[config.mk]
export PLATFORM = sky130hd
export DESIGN_NAME = pool_pump_heater_controller
export DESIGN_NICKNAME = d
export VERILOG_FILES = /design/src/rtl/ppc_pkg.sv /design/src/rtl/pool_pump_heater_controller.sv
export SDC_FILE = /design/constraint.sdc
export NUM_CORES = 1
export LEC_CHECK = 0
export BUFFER_PORTS_ARGS = -buffer_cell sky130_fd_sc_hd__buf_2
export CORE_MARGIN = 5
export CORE_UTILIZATION = 45
export CTS_CLUSTER_DIAMETER = 50
export DETAILED_ROUTE_END_ITERATION = 12
export PLACE_DENSITY = 0.76
export RECOVER_POWER = 50
export SLEW_MARGIN = 10
export SYNTH_ARGS = -nofsm -noshare
export SYNTH_HDL_FRONTEND = slang
export SYNTH_SLANG_ARGS = --single-unit
[constraint.sdc]
create_clock -name clk -period 3.3 [get_ports clk]
set_input_delay 0.495 -clock clk [delete_from_list [all_inputs] [get_ports clk]]
set_output_delay 0.495 -clock clk [all_outputs]
set_load 0.02 [all_outputs]
[src/rtl/ppc_pkg.sv]
`timescale 1ns / 1ps
`default_nettype none
// ----------------------------------------------------------------------------
// Pool pump controller package
// Shared types, register indexes and status codes for the pump, UV lamp and
// heater controller.
// ----------------------------------------------------------------------------
package ppc_pkg;

	typedef enum logic [1:0] {
		MODE_STOP       = 2'd0,
		MODE_FILTER     = 2'd1,
		MODE_SCHEDULED  = 2'd2,
		MODE_HEAT       = 2'd3
	} mode_t;

	localparam logic CMD_EVALUATE = 1'b0;
	localparam logic CMD_TICK     = 1'b1;

	localparam logic [1:0] DEV_OFF        = 2'd0;
	localparam logic [1:0] DEV_ON         = 2'd1;
	localparam logic [1:0] DEV_LOW_FLOW   = 2'd2;

	localparam logic [2:0] REG_MODE          = 3'd0;
	localparam logic [2:0] REG_SETPOINT      = 3'd1;
	localparam logic [2:0] REG_HYSTERESIS    = 3'd2;
	localparam logic [2:0] REG_FLOW_THRESH   = 3'd3;
	localparam logic [2:0] REG_HOUR_MASK     = 3'd4;
	localparam logic [2:0] REG_STARTUP_SPEED = 3'd5;
	localparam logic [2:0] REG_STARTUP_TICKS = 3'd6;

	localparam int CFG_DATA_W  = 24;
	localparam int CFG_INDEX_W = 3;
	localparam int HOURS       = 24;

	localparam logic [5:0]  SETPOINT_RST      = 6'd20;
	localparam logic [7:0]  HYSTERESIS_RST    = 8'd5;
	localparam logic [15:0] FLOW_THRESH_RST   = 16'd1;
	localparam logic [23:0] HOUR_MASK_RST     = 24'h551111;
	localparam logic [9:0]  STARTUP_SPEED_RST = 10'd161;
	localparam logic [15:0] STARTUP_TICKS_RST = 16'd4000;

	typedef struct packed {
		logic               command;
		logic        [4:0]  hour;
		logic        [15:0] flow_lph;
		logic signed [11:0] temperature;
		logic        [9:0]  speed_setting;
	} in_item_t;

	typedef struct packed {
		logic       pump_status;
		logic       pump_starting;
		logic       pump_enable;
		logic [7:0] pump_pwm;
		logic [1:0] uv_status;
		logic [1:0] heater_status;
		logic       uv_drive;
		logic       heater_drive;
	} out_item_t;

endpackage
`default_nettype wire

[src/rtl/pool_pump_heater_controller.sv]
`timescale 1ns / 1ps
`default_nettype none
// A result is registered into the output register, or into the skid register while the output waits.
// Throughput: one item per cycle while in_stall is low; the device state updates in a single pass.
// An output register plus one skid register keep input transfers going while
// a result waits, until the skid fills; in_stall rises only when the skid is full.
// Reset clears the device state, the output valid flags and loads the
// register defaults (stop mode, setpoint 20, 4000 startup ticks).
// ----------------------------------------------------------------------------
// Pool pump, UV lamp and heater controller
// Mode logic, counted pump startup and a hysteresis thermostat driven by
// evaluate and millisecond tick items.
// ----------------------------------------------------------------------------
module pool_pump_heater_controller (
	input  wire                                  clk,
	input  wire                                  arst_n,
	input  wire                                  cfg_we,
	input  wire [ppc_pkg::CFG_INDEX_W-1:0]       cfg_index,
	input  wire [ppc_pkg::CFG_DATA_W-1:0]        cfg_data,
	input  wire                                  in_valid,
	output logic                                 in_stall,
	input  ppc_pkg::in_item_t                    in_data,
	output logic                                 out_valid,
	input  wire                                  out_stall,
	output ppc_pkg::out_item_t                   out_data
);

	ppc_pkg::mode_t mode_q;
	logic [5:0]  setpoint_q;
	logic [7:0]  hysteresis_q;
	logic [15:0] flow_thresh_q;
	logic [23:0] hour_mask_q;
	logic [9:0]  startup_speed_q;
	logic [15:0] startup_ticks_q;

	logic        pump_on_q, start_phase_q;
	logic [15:0] countdown_q;
	logic [1:0]  uv_q, heater_q;

	logic        pump_on_d, start_phase_d;
	logic [15:0] countdown_d;
	logic [1:0]  uv_d, heater_d;

	logic                 out_valid_q, skid_valid_q;
	ppc_pkg::out_item_t   out_q, skid_q, result;

	logic in_xfer, out_xfer;
	logic flow_ok, hour_active;
	logic signed [12:0] temp_ext, band_hi, band_lo, center;

	assign in_stall  = skid_valid_q;
	assign in_xfer   = in_valid && !skid_valid_q;
	assign out_valid = out_valid_q;
	assign out_xfer  = out_valid_q && !out_stall;
	assign out_data  = out_q;

	// Configuration registers.
	always_ff @(posedge clk or negedge arst_n) begin
		if (!arst_n) begin
			mode_q          <= ppc_pkg::MODE_STOP;
			setpoint_q      <= ppc_pkg::SETPOINT_RST;
			hysteresis_q    <= ppc_pkg::HYSTERESIS_RST;
			flow_thresh_q   <= ppc_pkg::FLOW_THRESH_RST;
			hour_mask_q     <= ppc_pkg::HOUR_MASK_RST;
			startup_speed_q <= ppc_pkg::STARTUP_SPEED_RST;
			startup_ticks_q <= ppc_pkg::STARTUP_TICKS_RST;
		end else if (cfg_we) begin
			unique case (cfg_index)
				ppc_pkg::REG_MODE:          mode_q <= ppc_pkg::mode_t'(cfg_data[1:0]);
				ppc_pkg::REG_SETPOINT:      setpoint_q <= cfg_data[5:0];
				ppc_pkg::REG_HYSTERESIS:    hysteresis_q <= cfg_data[7:0];
				ppc_pkg::REG_FLOW_THRESH:   flow_thresh_q <= cfg_data[15:0];
				ppc_pkg::REG_HOUR_MASK:     hour_mask_q <= cfg_data[23:0];
				ppc_pkg::REG_STARTUP_SPEED: startup_speed_q <= cfg_data[9:0];
				ppc_pkg::REG_STARTUP_TICKS: startup_ticks_q <= cfg_data[15:0];
				default: ;
			endcase
		end
	end

	assign flow_ok     = in_data.flow_lph > flow_thresh_q;
	assign hour_active = (in_data.hour < 5'(ppc_pkg::HOURS)) && hour_mask_q[in_data.hour];
	assign temp_ext    = 13'(in_data.temperature);
	assign center      = $signed({3'b000, setpoint_q, 4'b0000});
	assign band_hi     = center + $signed({5'b00000, hysteresis_q});
	assign band_lo     = center - $signed({5'b00000, hysteresis_q});

	// Next device state for one item.
	always_comb begin
		logic run_heat, request;
		logic [15:0] count_dec;
		pump_on_d     = pump_on_q;
		start_phase_d = start_phase_q;
		countdown_d   = countdown_q;
		uv_d          = uv_q;
		heater_d      = heater_q;
		run_heat      = 1'b0;
		request       = 1'b0;
		count_dec     = (countdown_q != 16'd0) ? countdown_q - 16'd1 : 16'd0;
		if (in_data.command == ppc_pkg::CMD_EVALUATE) begin
			unique case (mode_q)
				ppc_pkg::MODE_STOP: begin
					pump_on_d     = 1'b0;
					start_phase_d = 1'b0;
					countdown_d   = 16'd0;
					uv_d          = ppc_pkg::DEV_OFF;
					heater_d      = ppc_pkg::DEV_OFF;
				end
				ppc_pkg::MODE_FILTER: begin
					request  = 1'b1;
					heater_d = ppc_pkg::DEV_OFF;
					uv_d     = flow_ok ? ppc_pkg::DEV_ON : ppc_pkg::DEV_LOW_FLOW;
				end
				ppc_pkg::MODE_SCHEDULED: begin
					if (hour_active) begin
						run_heat = 1'b1;
					end else begin
						pump_on_d     = 1'b0;
						start_phase_d = 1'b0;
						countdown_d   = 16'd0;
						uv_d          = ppc_pkg::DEV_OFF;
						heater_d      = ppc_pkg::DEV_OFF;
					end
				end
				ppc_pkg::MODE_HEAT: run_heat = 1'b1;
				default: ;
			endcase
			if (run_heat) begin
				request = 1'b1;
				if (flow_ok) begin
					uv_d = ppc_pkg::DEV_ON;
					if (heater_q == ppc_pkg::DEV_ON) begin
						if (temp_ext >= band_hi) heater_d = ppc_pkg::DEV_OFF;
					end else if (temp_ext <= band_lo) begin
						heater_d = ppc_pkg::DEV_ON;
					end
				end else begin
					uv_d     = ppc_pkg::DEV_LOW_FLOW;
					heater_d = ppc_pkg::DEV_LOW_FLOW;
				end
			end
			// A requested idle pump starts up, or runs at once if no startup ticks.
			if (request && !pump_on_q && !start_phase_q) begin
				if (startup_ticks_q == 16'd0) begin
					pump_on_d = 1'b1;
				end else begin
					start_phase_d = 1'b1;
					countdown_d   = startup_ticks_q;
				end
			end
		end else if (start_phase_q) begin
			countdown_d = count_dec;
			if (count_dec == 16'd0) begin
				start_phase_d = 1'b0;
				pump_on_d     = 1'b1;
			end
		end
	end

	always_comb begin
		result.pump_status   = pump_on_d;
		result.pump_starting = start_phase_d;
		result.pump_enable   = pump_on_d | start_phase_d;
		result.pump_pwm      = start_phase_d ? startup_speed_q[9:2] : in_data.speed_setting[9:2];
		result.uv_status     = uv_d;
		result.heater_status = heater_d;
		result.uv_drive      = (uv_d == ppc_pkg::DEV_ON);
		result.heater_drive  = (heater_d == ppc_pkg::DEV_ON);
	end

	always_ff @(posedge clk or negedge arst_n) begin
		if (!arst_n) begin
			pump_on_q     <= 1'b0;
			start_phase_q <= 1'b0;
			countdown_q   <= 16'd0;
			uv_q          <= ppc_pkg::DEV_OFF;
			heater_q      <= ppc_pkg::DEV_OFF;
		end else if (in_xfer) begin
			pump_on_q     <= pump_on_d;
			start_phase_q <= start_phase_d;
			countdown_q   <= countdown_d;
			uv_q          <= uv_d;
			heater_q      <= heater_d;
		end
	end

	// Output register with one skid entry behind it.
	always_ff @(posedge clk or negedge arst_n) begin
		if (!arst_n) begin
			out_valid_q  <= 1'b0;
			skid_valid_q <= 1'b0;
		end else begin
			if (skid_valid_q) begin
				if (out_xfer) begin
					out_valid_q  <= 1'b1;
					skid_valid_q <= 1'b0;
				end
			end else if (in_xfer) begin
				if (out_valid_q && !out_xfer) begin
					skid_valid_q <= 1'b1;
				end else begin
					out_valid_q <= 1'b1;
				end
			end else if (out_xfer) begin
				out_valid_q <= 1'b0;
			end
		end
	end

	always_ff @(posedge clk) begin
		if (skid_valid_q) begin
			if (out_xfer) out_q <= skid_q;
		end else if (in_xfer) begin
			if (out_valid_q && !out_xfer) begin
				skid_q <= result;
			end else begin
				out_q <= result;
			end
		end
	end

	// The skid entry only fills behind a waiting result.
	a_skid_behind_out: assert property (@(posedge clk) disable iff (!arst_n)
		skid_valid_q |-> out_valid_q)
		else $error("skid entry valid without output entry");

	a_pump_exclusive: assert property (@(posedge clk) disable iff (!arst_n)
		!(pump_on_q && start_phase_q))
		else $error("pump running and starting at once");

	a_start_count: assert property (@(posedge clk) disable iff (!arst_n)
		start_phase_q |-> (countdown_q != 16'd0))
		else $error("startup phase with empty countdown");

	a_drive_match: assert property (@(posedge clk) disable iff (!arst_n)
		out_valid_q |-> (out_q.heater_drive == (out_q.heater_status == ppc_pkg::DEV_ON))
			&& (out_q.pump_enable == (out_q.pump_status || out_q.pump_starting)))
		else $error("relay drive disagrees with status");

	a_tick_keeps_devices: assert property (@(posedge clk) disable iff (!arst_n)
		(in_xfer && in_data.command == ppc_pkg::CMD_TICK) |=>
			(uv_q == $past(uv_q)) && (heater_q == $past(heater_q)))
		else $error("tick changed UV or heater state");

endmodule
`default_nettype wire
**Word-level counts from Yosys, hierarchy flattened**

Index checks and enable logic that the tools add are counted.
W data, S select, Z words.

- Input bits: 76
- ROM bits: 0
- Bits in latches: 0
- Register bits: 140
- Memory bits (writable): 0
- Logic and storage cells: 142
- Memories: 0

- Bitwise operators: 2
- Equality and inequality tests: 16
- Shift-type cells: 0
- Reduce and logical (&&, ||, !) cells: 30
- Multiplexer cells: 56
- $lt $le $gt $ge: 5
- Divide/modulo/power cells: 0
- Add/subtract/negate cells: 3
- Multipliers: 0

Operators by type and width:

| kind | number |
|---|---|
| $mux W16 | 6 |
| $mux W17 | 4 |
| $logic_not A16 Y1 | 2 |
| $pmux W16 S2 | 1 |
| $mux W1 | 27 |
| $mux W2 | 11 |
| $gt A16 B16 Y1 | 1 |
| $reduce_and A2 Y1 | 8 |
| $reduce_bool A16 Y1 | 1 |
| $sub A16 B1 Y16 const B | 1 |
| $ge A12 B12 Y1 | 1 |
| $le A12 B11 Y1 | 1 |
| $add A10 B8 Y11 | 1 |
| $sub A10 B8 Y11 | 1 |
| $eq A3 B3 Y1 const B | 3 |
| $reduce_and A3 Y1 | 3 |
| $eq A2 B1 Y1 const B | 4 |
| $mux W8 | 1 |
| $eq A3 B2 Y1 const B | 2 |
| $logic_and A1 B1 Y1 | 6 |
| $lt A5 B6 Y1 const B | 1 |
| $pmux W1 S2 | 3 |
| $pmux W2 S3 | 1 |
| $bmux W1 S5 | 1 |
| other kinds (14) | 21 |

**Longest topological paths before layout**

- Word-level depth: 16
- Mapped depth: 16
- Mapped depth without buffers: 16

**Least setup slack after synthesis**

OpenSTA, ideal clock, no wires.

- Path type: reg-to-reg
- From: reg setpoint_q[0]
- To: reg out_q, in the netlist out_data[3], data pin
- Library setup time: 260 ps
- Setup slack: 50 ps
- Arrival: 2991 ps
- Cell stages (with the launch flop): 16
- Buffers on the path: 0
- Cell sequence: dfrtp_1 -> ha_1 -> a41oi_1 -> o21ai_0 -> a21oi_1 -> nor2b_1 -> nor3_1 -> xnor2_1 -> ha_1 -> nand2_1 -> o41ai_1 -> a21oi_1 -> o31ai_1 -> nor3b_1 -> o211ai_1 -> mux2_2

- Word-level cells in the longest chain between the ends: 10
- Elaborated cells between the ends (all ways): 13
- Classes of those cells: add/sub (2); order compare (2); mux (9)

RTL lines:

| element | RTL line | source |
|---|---|---|
| start: declaration | pool_pump_heater_controller.sv:29 | `logic [5:0] setpoint_q;` |
| start signal: assignment | pool_pump_heater_controller.sv:61 | `setpoint_q <= ppc_pkg::SETPOINT_RST;` |
| start signal: assignment | pool_pump_heater_controller.sv:70 | `ppc_pkg::REG_SETPOINT: setpoint_q <= cfg_data[5:0];` |
| $sub A10 B8 Y11 / $add A10 B8 Y11 (equally long branches) | pool_pump_heater_controller.sv:86, pool_pump_heater_controller.sv:85 |  |
| $le A12 B11 Y1 / $ge A12 B12 Y1 (equally long branches) | pool_pump_heater_controller.sv:134, pool_pump_heater_controller.sv:133 |  |
| $mux W2, on equally long branches | pool_pump_heater_controller.sv:134, pool_pump_heater_controller.sv:133 |  |
| $mux W2 * | pool_pump_heater_controller.sv:132 | `if (heater_q == ppc_pkg::DEV_ON) begin` |
| $mux W2 * | pool_pump_heater_controller.sv:130 | `if (flow_ok) begin` |
| $mux W2 * | pool_pump_heater_controller.sv:128 | `if (run_heat) begin` |
| $mux W2 * | pool_pump_heater_controller.sv:100 | `if (in_data.command == ppc_pkg::CMD_EVALUATE) begin` |
| net heater_d[1] | pool_pump_heater_controller.sv:42 | `logic [1:0] uv_d, heater_d;` |
| $mux W17 * | pool_pump_heater_controller.sv:214 | `if (out_valid_q && !out_xfer) begin` |
| $mux W17 * | pool_pump_heater_controller.sv:213 | `end else if (in_xfer) begin` |
| $mux W17 * | pool_pump_heater_controller.sv:211 | `if (skid_valid_q) begin` |
| end signal: assignment | pool_pump_heater_controller.sv:212 | `if (out_xfer) out_q <= skid_q;` |
| end signal: assignment | pool_pump_heater_controller.sv:217 | `out_q <= result;` |
| end: declaration | pool_pump_heater_controller.sv:45 | `ppc_pkg::out_item_t out_q, skid_q, result;` |

The timed path passes the listed nets; every way through them passes the cells marked *. The select of a mux whose other input is x is not followed.
A chain may end at the register's enable or synchronous reset.

**Worst setup path in the final report**

- From: reg hysteresis_q[0]
- To: reg out_q, in the netlist out_data[0], data pin

- Word-level cells in the longest chain between the ends: 11
- Elaborated cells between the ends (all ways): 14
- Classes of those cells: add/sub (2); order compare (2); eq/ne (1); mux (9)

RTL lines:

| element | RTL line | source |
|---|---|---|
| start: declaration | pool_pump_heater_controller.sv:30 | `logic [7:0] hysteresis_q;` |
| start signal: assignment | pool_pump_heater_controller.sv:62 | `hysteresis_q <= ppc_pkg::HYSTERESIS_RST;` |
| start signal: assignment | pool_pump_heater_controller.sv:71 | `ppc_pkg::REG_HYSTERESIS: hysteresis_q <= cfg_data[7:0];` |
| $sub A10 B8 Y11 / $add A10 B8 Y11 (equally long branches) | pool_pump_heater_controller.sv:86, pool_pump_heater_controller.sv:85 |  |
| $le A12 B11 Y1 / $ge A12 B12 Y1 (equally long branches) | pool_pump_heater_controller.sv:134, pool_pump_heater_controller.sv:133 |  |
| $mux W2, on equally long branches | pool_pump_heater_controller.sv:134, pool_pump_heater_controller.sv:133 |  |
| $mux W2 * | pool_pump_heater_controller.sv:132 |  |
| $mux W2 * | pool_pump_heater_controller.sv:130 |  |
| $mux W2 * | pool_pump_heater_controller.sv:128 |  |
| $mux W2 * | pool_pump_heater_controller.sv:100 |  |
| $eq A2 B1 Y1 * | pool_pump_heater_controller.sv:168 | `result.heater_drive = (heater_d == ppc_pkg::DEV_ON);` |
| $mux W17 * | pool_pump_heater_controller.sv:214 |  |
| $mux W17 * | pool_pump_heater_controller.sv:213 |  |
| $mux W17 * | pool_pump_heater_controller.sv:211 |  |

Mark *: on every way between the ends. The rest lies on a longest branch, timed or not. The select of a mux whose other input is x is not followed.

==> results.py <==
metrics = {
    "synthesis": {
        "synth.cell_area_um2": 7650,
        "yosys.area.top_type": "dfrtp_1",
        "ys_async_sr_fraction_pct": 75.36,
        "avgSynthCellArea_um2": 11.68,
        "synth_seq_cells": 138,
        "synth_nets": 780,
        "synth_top_area_share_pct": 27.15,
        "seq_area_frac_synth_pct": 47.71,
        "synth_top_flop_cell": "dfrtp_1",
        "synth_area_leaders": "dfrtp_1 27%, mux2_2 14%, edfxtp_1 13%",
        "synth_most_common_cell": "mux2_2",
        "yosys_warnings": 0,
        "syn_inst": 655,
        "synth_edf_count": 34,
        "synthTopCellsByCount": "92 x mux2_2, 83 x dfrtp_1, 48 x ha_1, 46 x nand2_1, 44 x inv_1",
        "ys_types": 69,
    },
    "clocking": {
        "cts_hold_buf": 0,
        "cts_sinks": 138,
        "cts_tree": "yes",
        "clockBufferDepth": 2,
        "cts-root-buf": "clkbuf_16",
        "htree_levels": 4,
        "numCtsBuffers": 17,
        "worst_skew_pair.late_latency_ps": 420,
        "clkTransAtPathRegs_ps": 60,
    },
    "status": {
        "status": "complete, but fails checks",
        "failed_checks": "capacitance limit, slew limit, setup timing",
    },
    "worst_setup_path": {
        "worst_r2r_endpoint": "out_data[0]",
        "crit_chain": "inv_2 > ha_4 > and3_4 > o21ai_4 > a21oi_2 > o21ai_2 > nor2b_4 > xnor2_2 > ha_1 > nand3_2 > o41ai_2 > a21oi_1 > o31ai_2 > buf_4 > a22o_1 > a32oi_1 > buf_4 > o31ai_2",
        "cp.required_ps": 3550,
        "slowest_stage": "dfstp_2",
        "critPathMaxStageDelay_ps": 540,
        "r2r_slack_ps": -150,
        "cp-start-kind": "flip-flop",
        "cp.arrival_ps": 3700,
        "crit_type": "reg -> reg",
        "crit_path_end_kind": "flip-flop",
        "ff2ff_path_depth": 18,
        "cp_max_fo": 5,
        "reg2reg_from": "hysteresis_q[0]",
    },
    "min_path": {
        "hp-class": "in -> reg",
        "worstHoldStart": "cfg_data[22]",
        "holdPathStages": 2,
        "hold_end": "hour_mask_q[22]",
    },
    "placement": {
        "io_buffers": 92,
        "postPlaceCellArea_um2": 8573,
        "post-place-ws_ps": -295.1,
        "dpl.hpwl_um": 12870,
        "gp_congestion": 0.8859,
    },
    "pwr": {
        "p_per_area_nw_per_um2": 796.0,
        "ir_drop_mv": 0.4936,
        "power.leakage_uw": 0.004048,
    },
    "timing": {
        "fmax_mhz": 290.1,
        "rsz0062_at_grt": "true",
        "timing.hold.ws_ps": 309.9,
        "post-route-period-util_pct": 104.5,
        "slew_violations": 105,
        "setup_violations": 6,
        "slew_headroom_pct": -70.44,
        "finalClockSkew_ps": 10.85,
        "hold_viol": 0,
        "fin_crit_ps": 3447,
        "finalSetupTns_ps": -457.3,
        "setup_ws_ps": -147.3,
        "worst_pin_slew_ps": 2557,
    },
    "global_routing": {
        "grt_pass1_vias": 5701,
        "antenna_found_initial": 1,
        "grt_pass1_wl_um": 29400,
        "grt_max_degree": 105,
        "grt.total_usage_pct": 18.65,
        "grt.overflow.total": 0,
    },
    "detailed_routing": {
        "drt_iter0_drc": 425,
        "drc": 0,
        "vias": 5626,
        "drtPass1Iterations": 5,
        "vias_per_cell": 5.532,
        "antenna_left": 0,
        "routed_wl_um": 17920,
        "wl_per_cell_um": 17.62,
    },
    "floorplanning": {
        "initial_core_util_pct": 45.97,
        "pin_count": 95,
        "die_area_um2": 19710,
        "core_um2": 16640,
        "die_w_um": 140.4,
        "rows": 47,
        "fp.dieH_um": 140.4,
    },
    "layout": {
        "area_growth_pct": 21.41,
        "antenna_cells": 0,
        "drive_above_1_share_pct": 39.02,
        "nets": 909,
        "finalInstanceArea_um2": 9288,
    },
    "job": {
        "max_cap_viol_count": 1,
    },
}
==> through the flow <==
step / std cells / utilization, % / power, µW
after floorplan: 655 / - / 4489
after global routing: 1017 / 55.81 / 7858
final: 1017 / 55.81 / 7393
after detailed placement: 981 / 51.51 / 5311
after CTS: 1013 / 55.28 / 7304
after global placement: 981 / 51.51 / 5231
==> cell type report <==
class	instances	area, µm²
fill	1404	7355
tap	220	275.3
timing repair buffer	131	759.5
sequential	138	3650
multi-input combinational	452	3840
clock buffer	18	429.2
clock inverter	14	168.9
inverter	44	165.2
==> where the power goes <==
group          leakage (µW)  total (µW)  switching (µW)  internal, µW
registers           0.00155        2710             373          2340
clock network      0.000295        1940             747          1190
logic               0.00220        2740            1430          1320
==> worst max-delay path, delay by kind of cell (launching register included) <==
family,cells,cell delay (ps)
AO/OA/AOI/OAI,9,1360
XOR/XNOR,1,80
adder cells (fa/ha/maj),2,470
buffers and inverters,3,430
flip-flops,1,540
AND/OR/NAND/NOR,3,410
==> layout by cell type, fill, tap and decap left out, types with 5 or more instances in the layout <==
| master | count |
|---|---|
| mux2_2 | 91 |
| buf_2 | 89 |
| dfrtp_1 | 83 |
| nand2_1 | 46 |
| ha_1 | 46 |
| inv_1 | 42 |
| edfxtp_1 | 34 |
| buf_4 | 34 |
| nor2_1 | 31 |
| o21ai_0 | 29 |
| a21oi_1 | 29 |
| dfstp_2 | 21 |
| clkbuf_16 | 17 |
| nor3_1 | 16 |
| nand4_1 | 11 |
| xnor2_1 | 9 |
| mux2i_1 | 8 |
| nor4_1 | 8 |
| xor2_1 | 7 |
| mux2_4 | 7 |
| mux4_2 | 6 |
| nand3_1 | 6 |
| nand2b_1 | 6 |
| a221o_1 | 5 |
| nand4b_1 | 5 |
| clkbuf_1 | 5 |
==> flip-flops by register name, indices dropped and copies added, names as in the netlist, 2 cells and up <==
register         cells
countdown_q         16
flow_thresh_q       16
heater_q             2
hour_mask_q         24
hysteresis_q         8
mode_q               2
out_data            17
setpoint_q           6
skid_q              17
startup_speed_q      8
startup_ticks_q     16
uv_q                 2
==> per-layer routing <==
metal	vias to the layer above	GRT usage, %	part of all wire (%)
met3	21	4.499	6.1
li1	2685	-	-
met2	162	29.66	48
met4	2	5.354	1.3
met5	-	0	0.039
met1	2756	25.52	45
==> logic make-up (layout without fill, tap and decap cells) <==
family / Yosys count / after routing / synth area share, %
simple gates: 160 / 160 / 11.20
flops: 138 / 138 / 47.71
compound gates: 114 / 114 / 9.928
mux: 112 / 112 / 17.53
buf+inv: 65 / 207 / 3.565
fa+ha+maj: 49 / 49 / 8.113
xor+xnor: 17 / 17 / 1.946
==> worst max path at each step <==
stage,start,endpoint
finish,hysteresis_q[0],out_data[0]
global route,hysteresis_q[0],out_data[3]
CTS,hysteresis_q[0],out_data[3]
detailed placement,hysteresis_q[0],out_data[3]
global placement,hysteresis_q[0],out_data[3]
floorplan,setpoint_q[0],out_data[3]
==> timing repair <==
item                                    in CTS  in global routing
buffers inserted                             0                  4
pin swaps                                    4                 12
endpoints found under the setup margin       8                 15
gates resized for setup                      7                 20
gates cloned                                 0                  0
No activity file was read; power rests on OpenSTA's default activity.
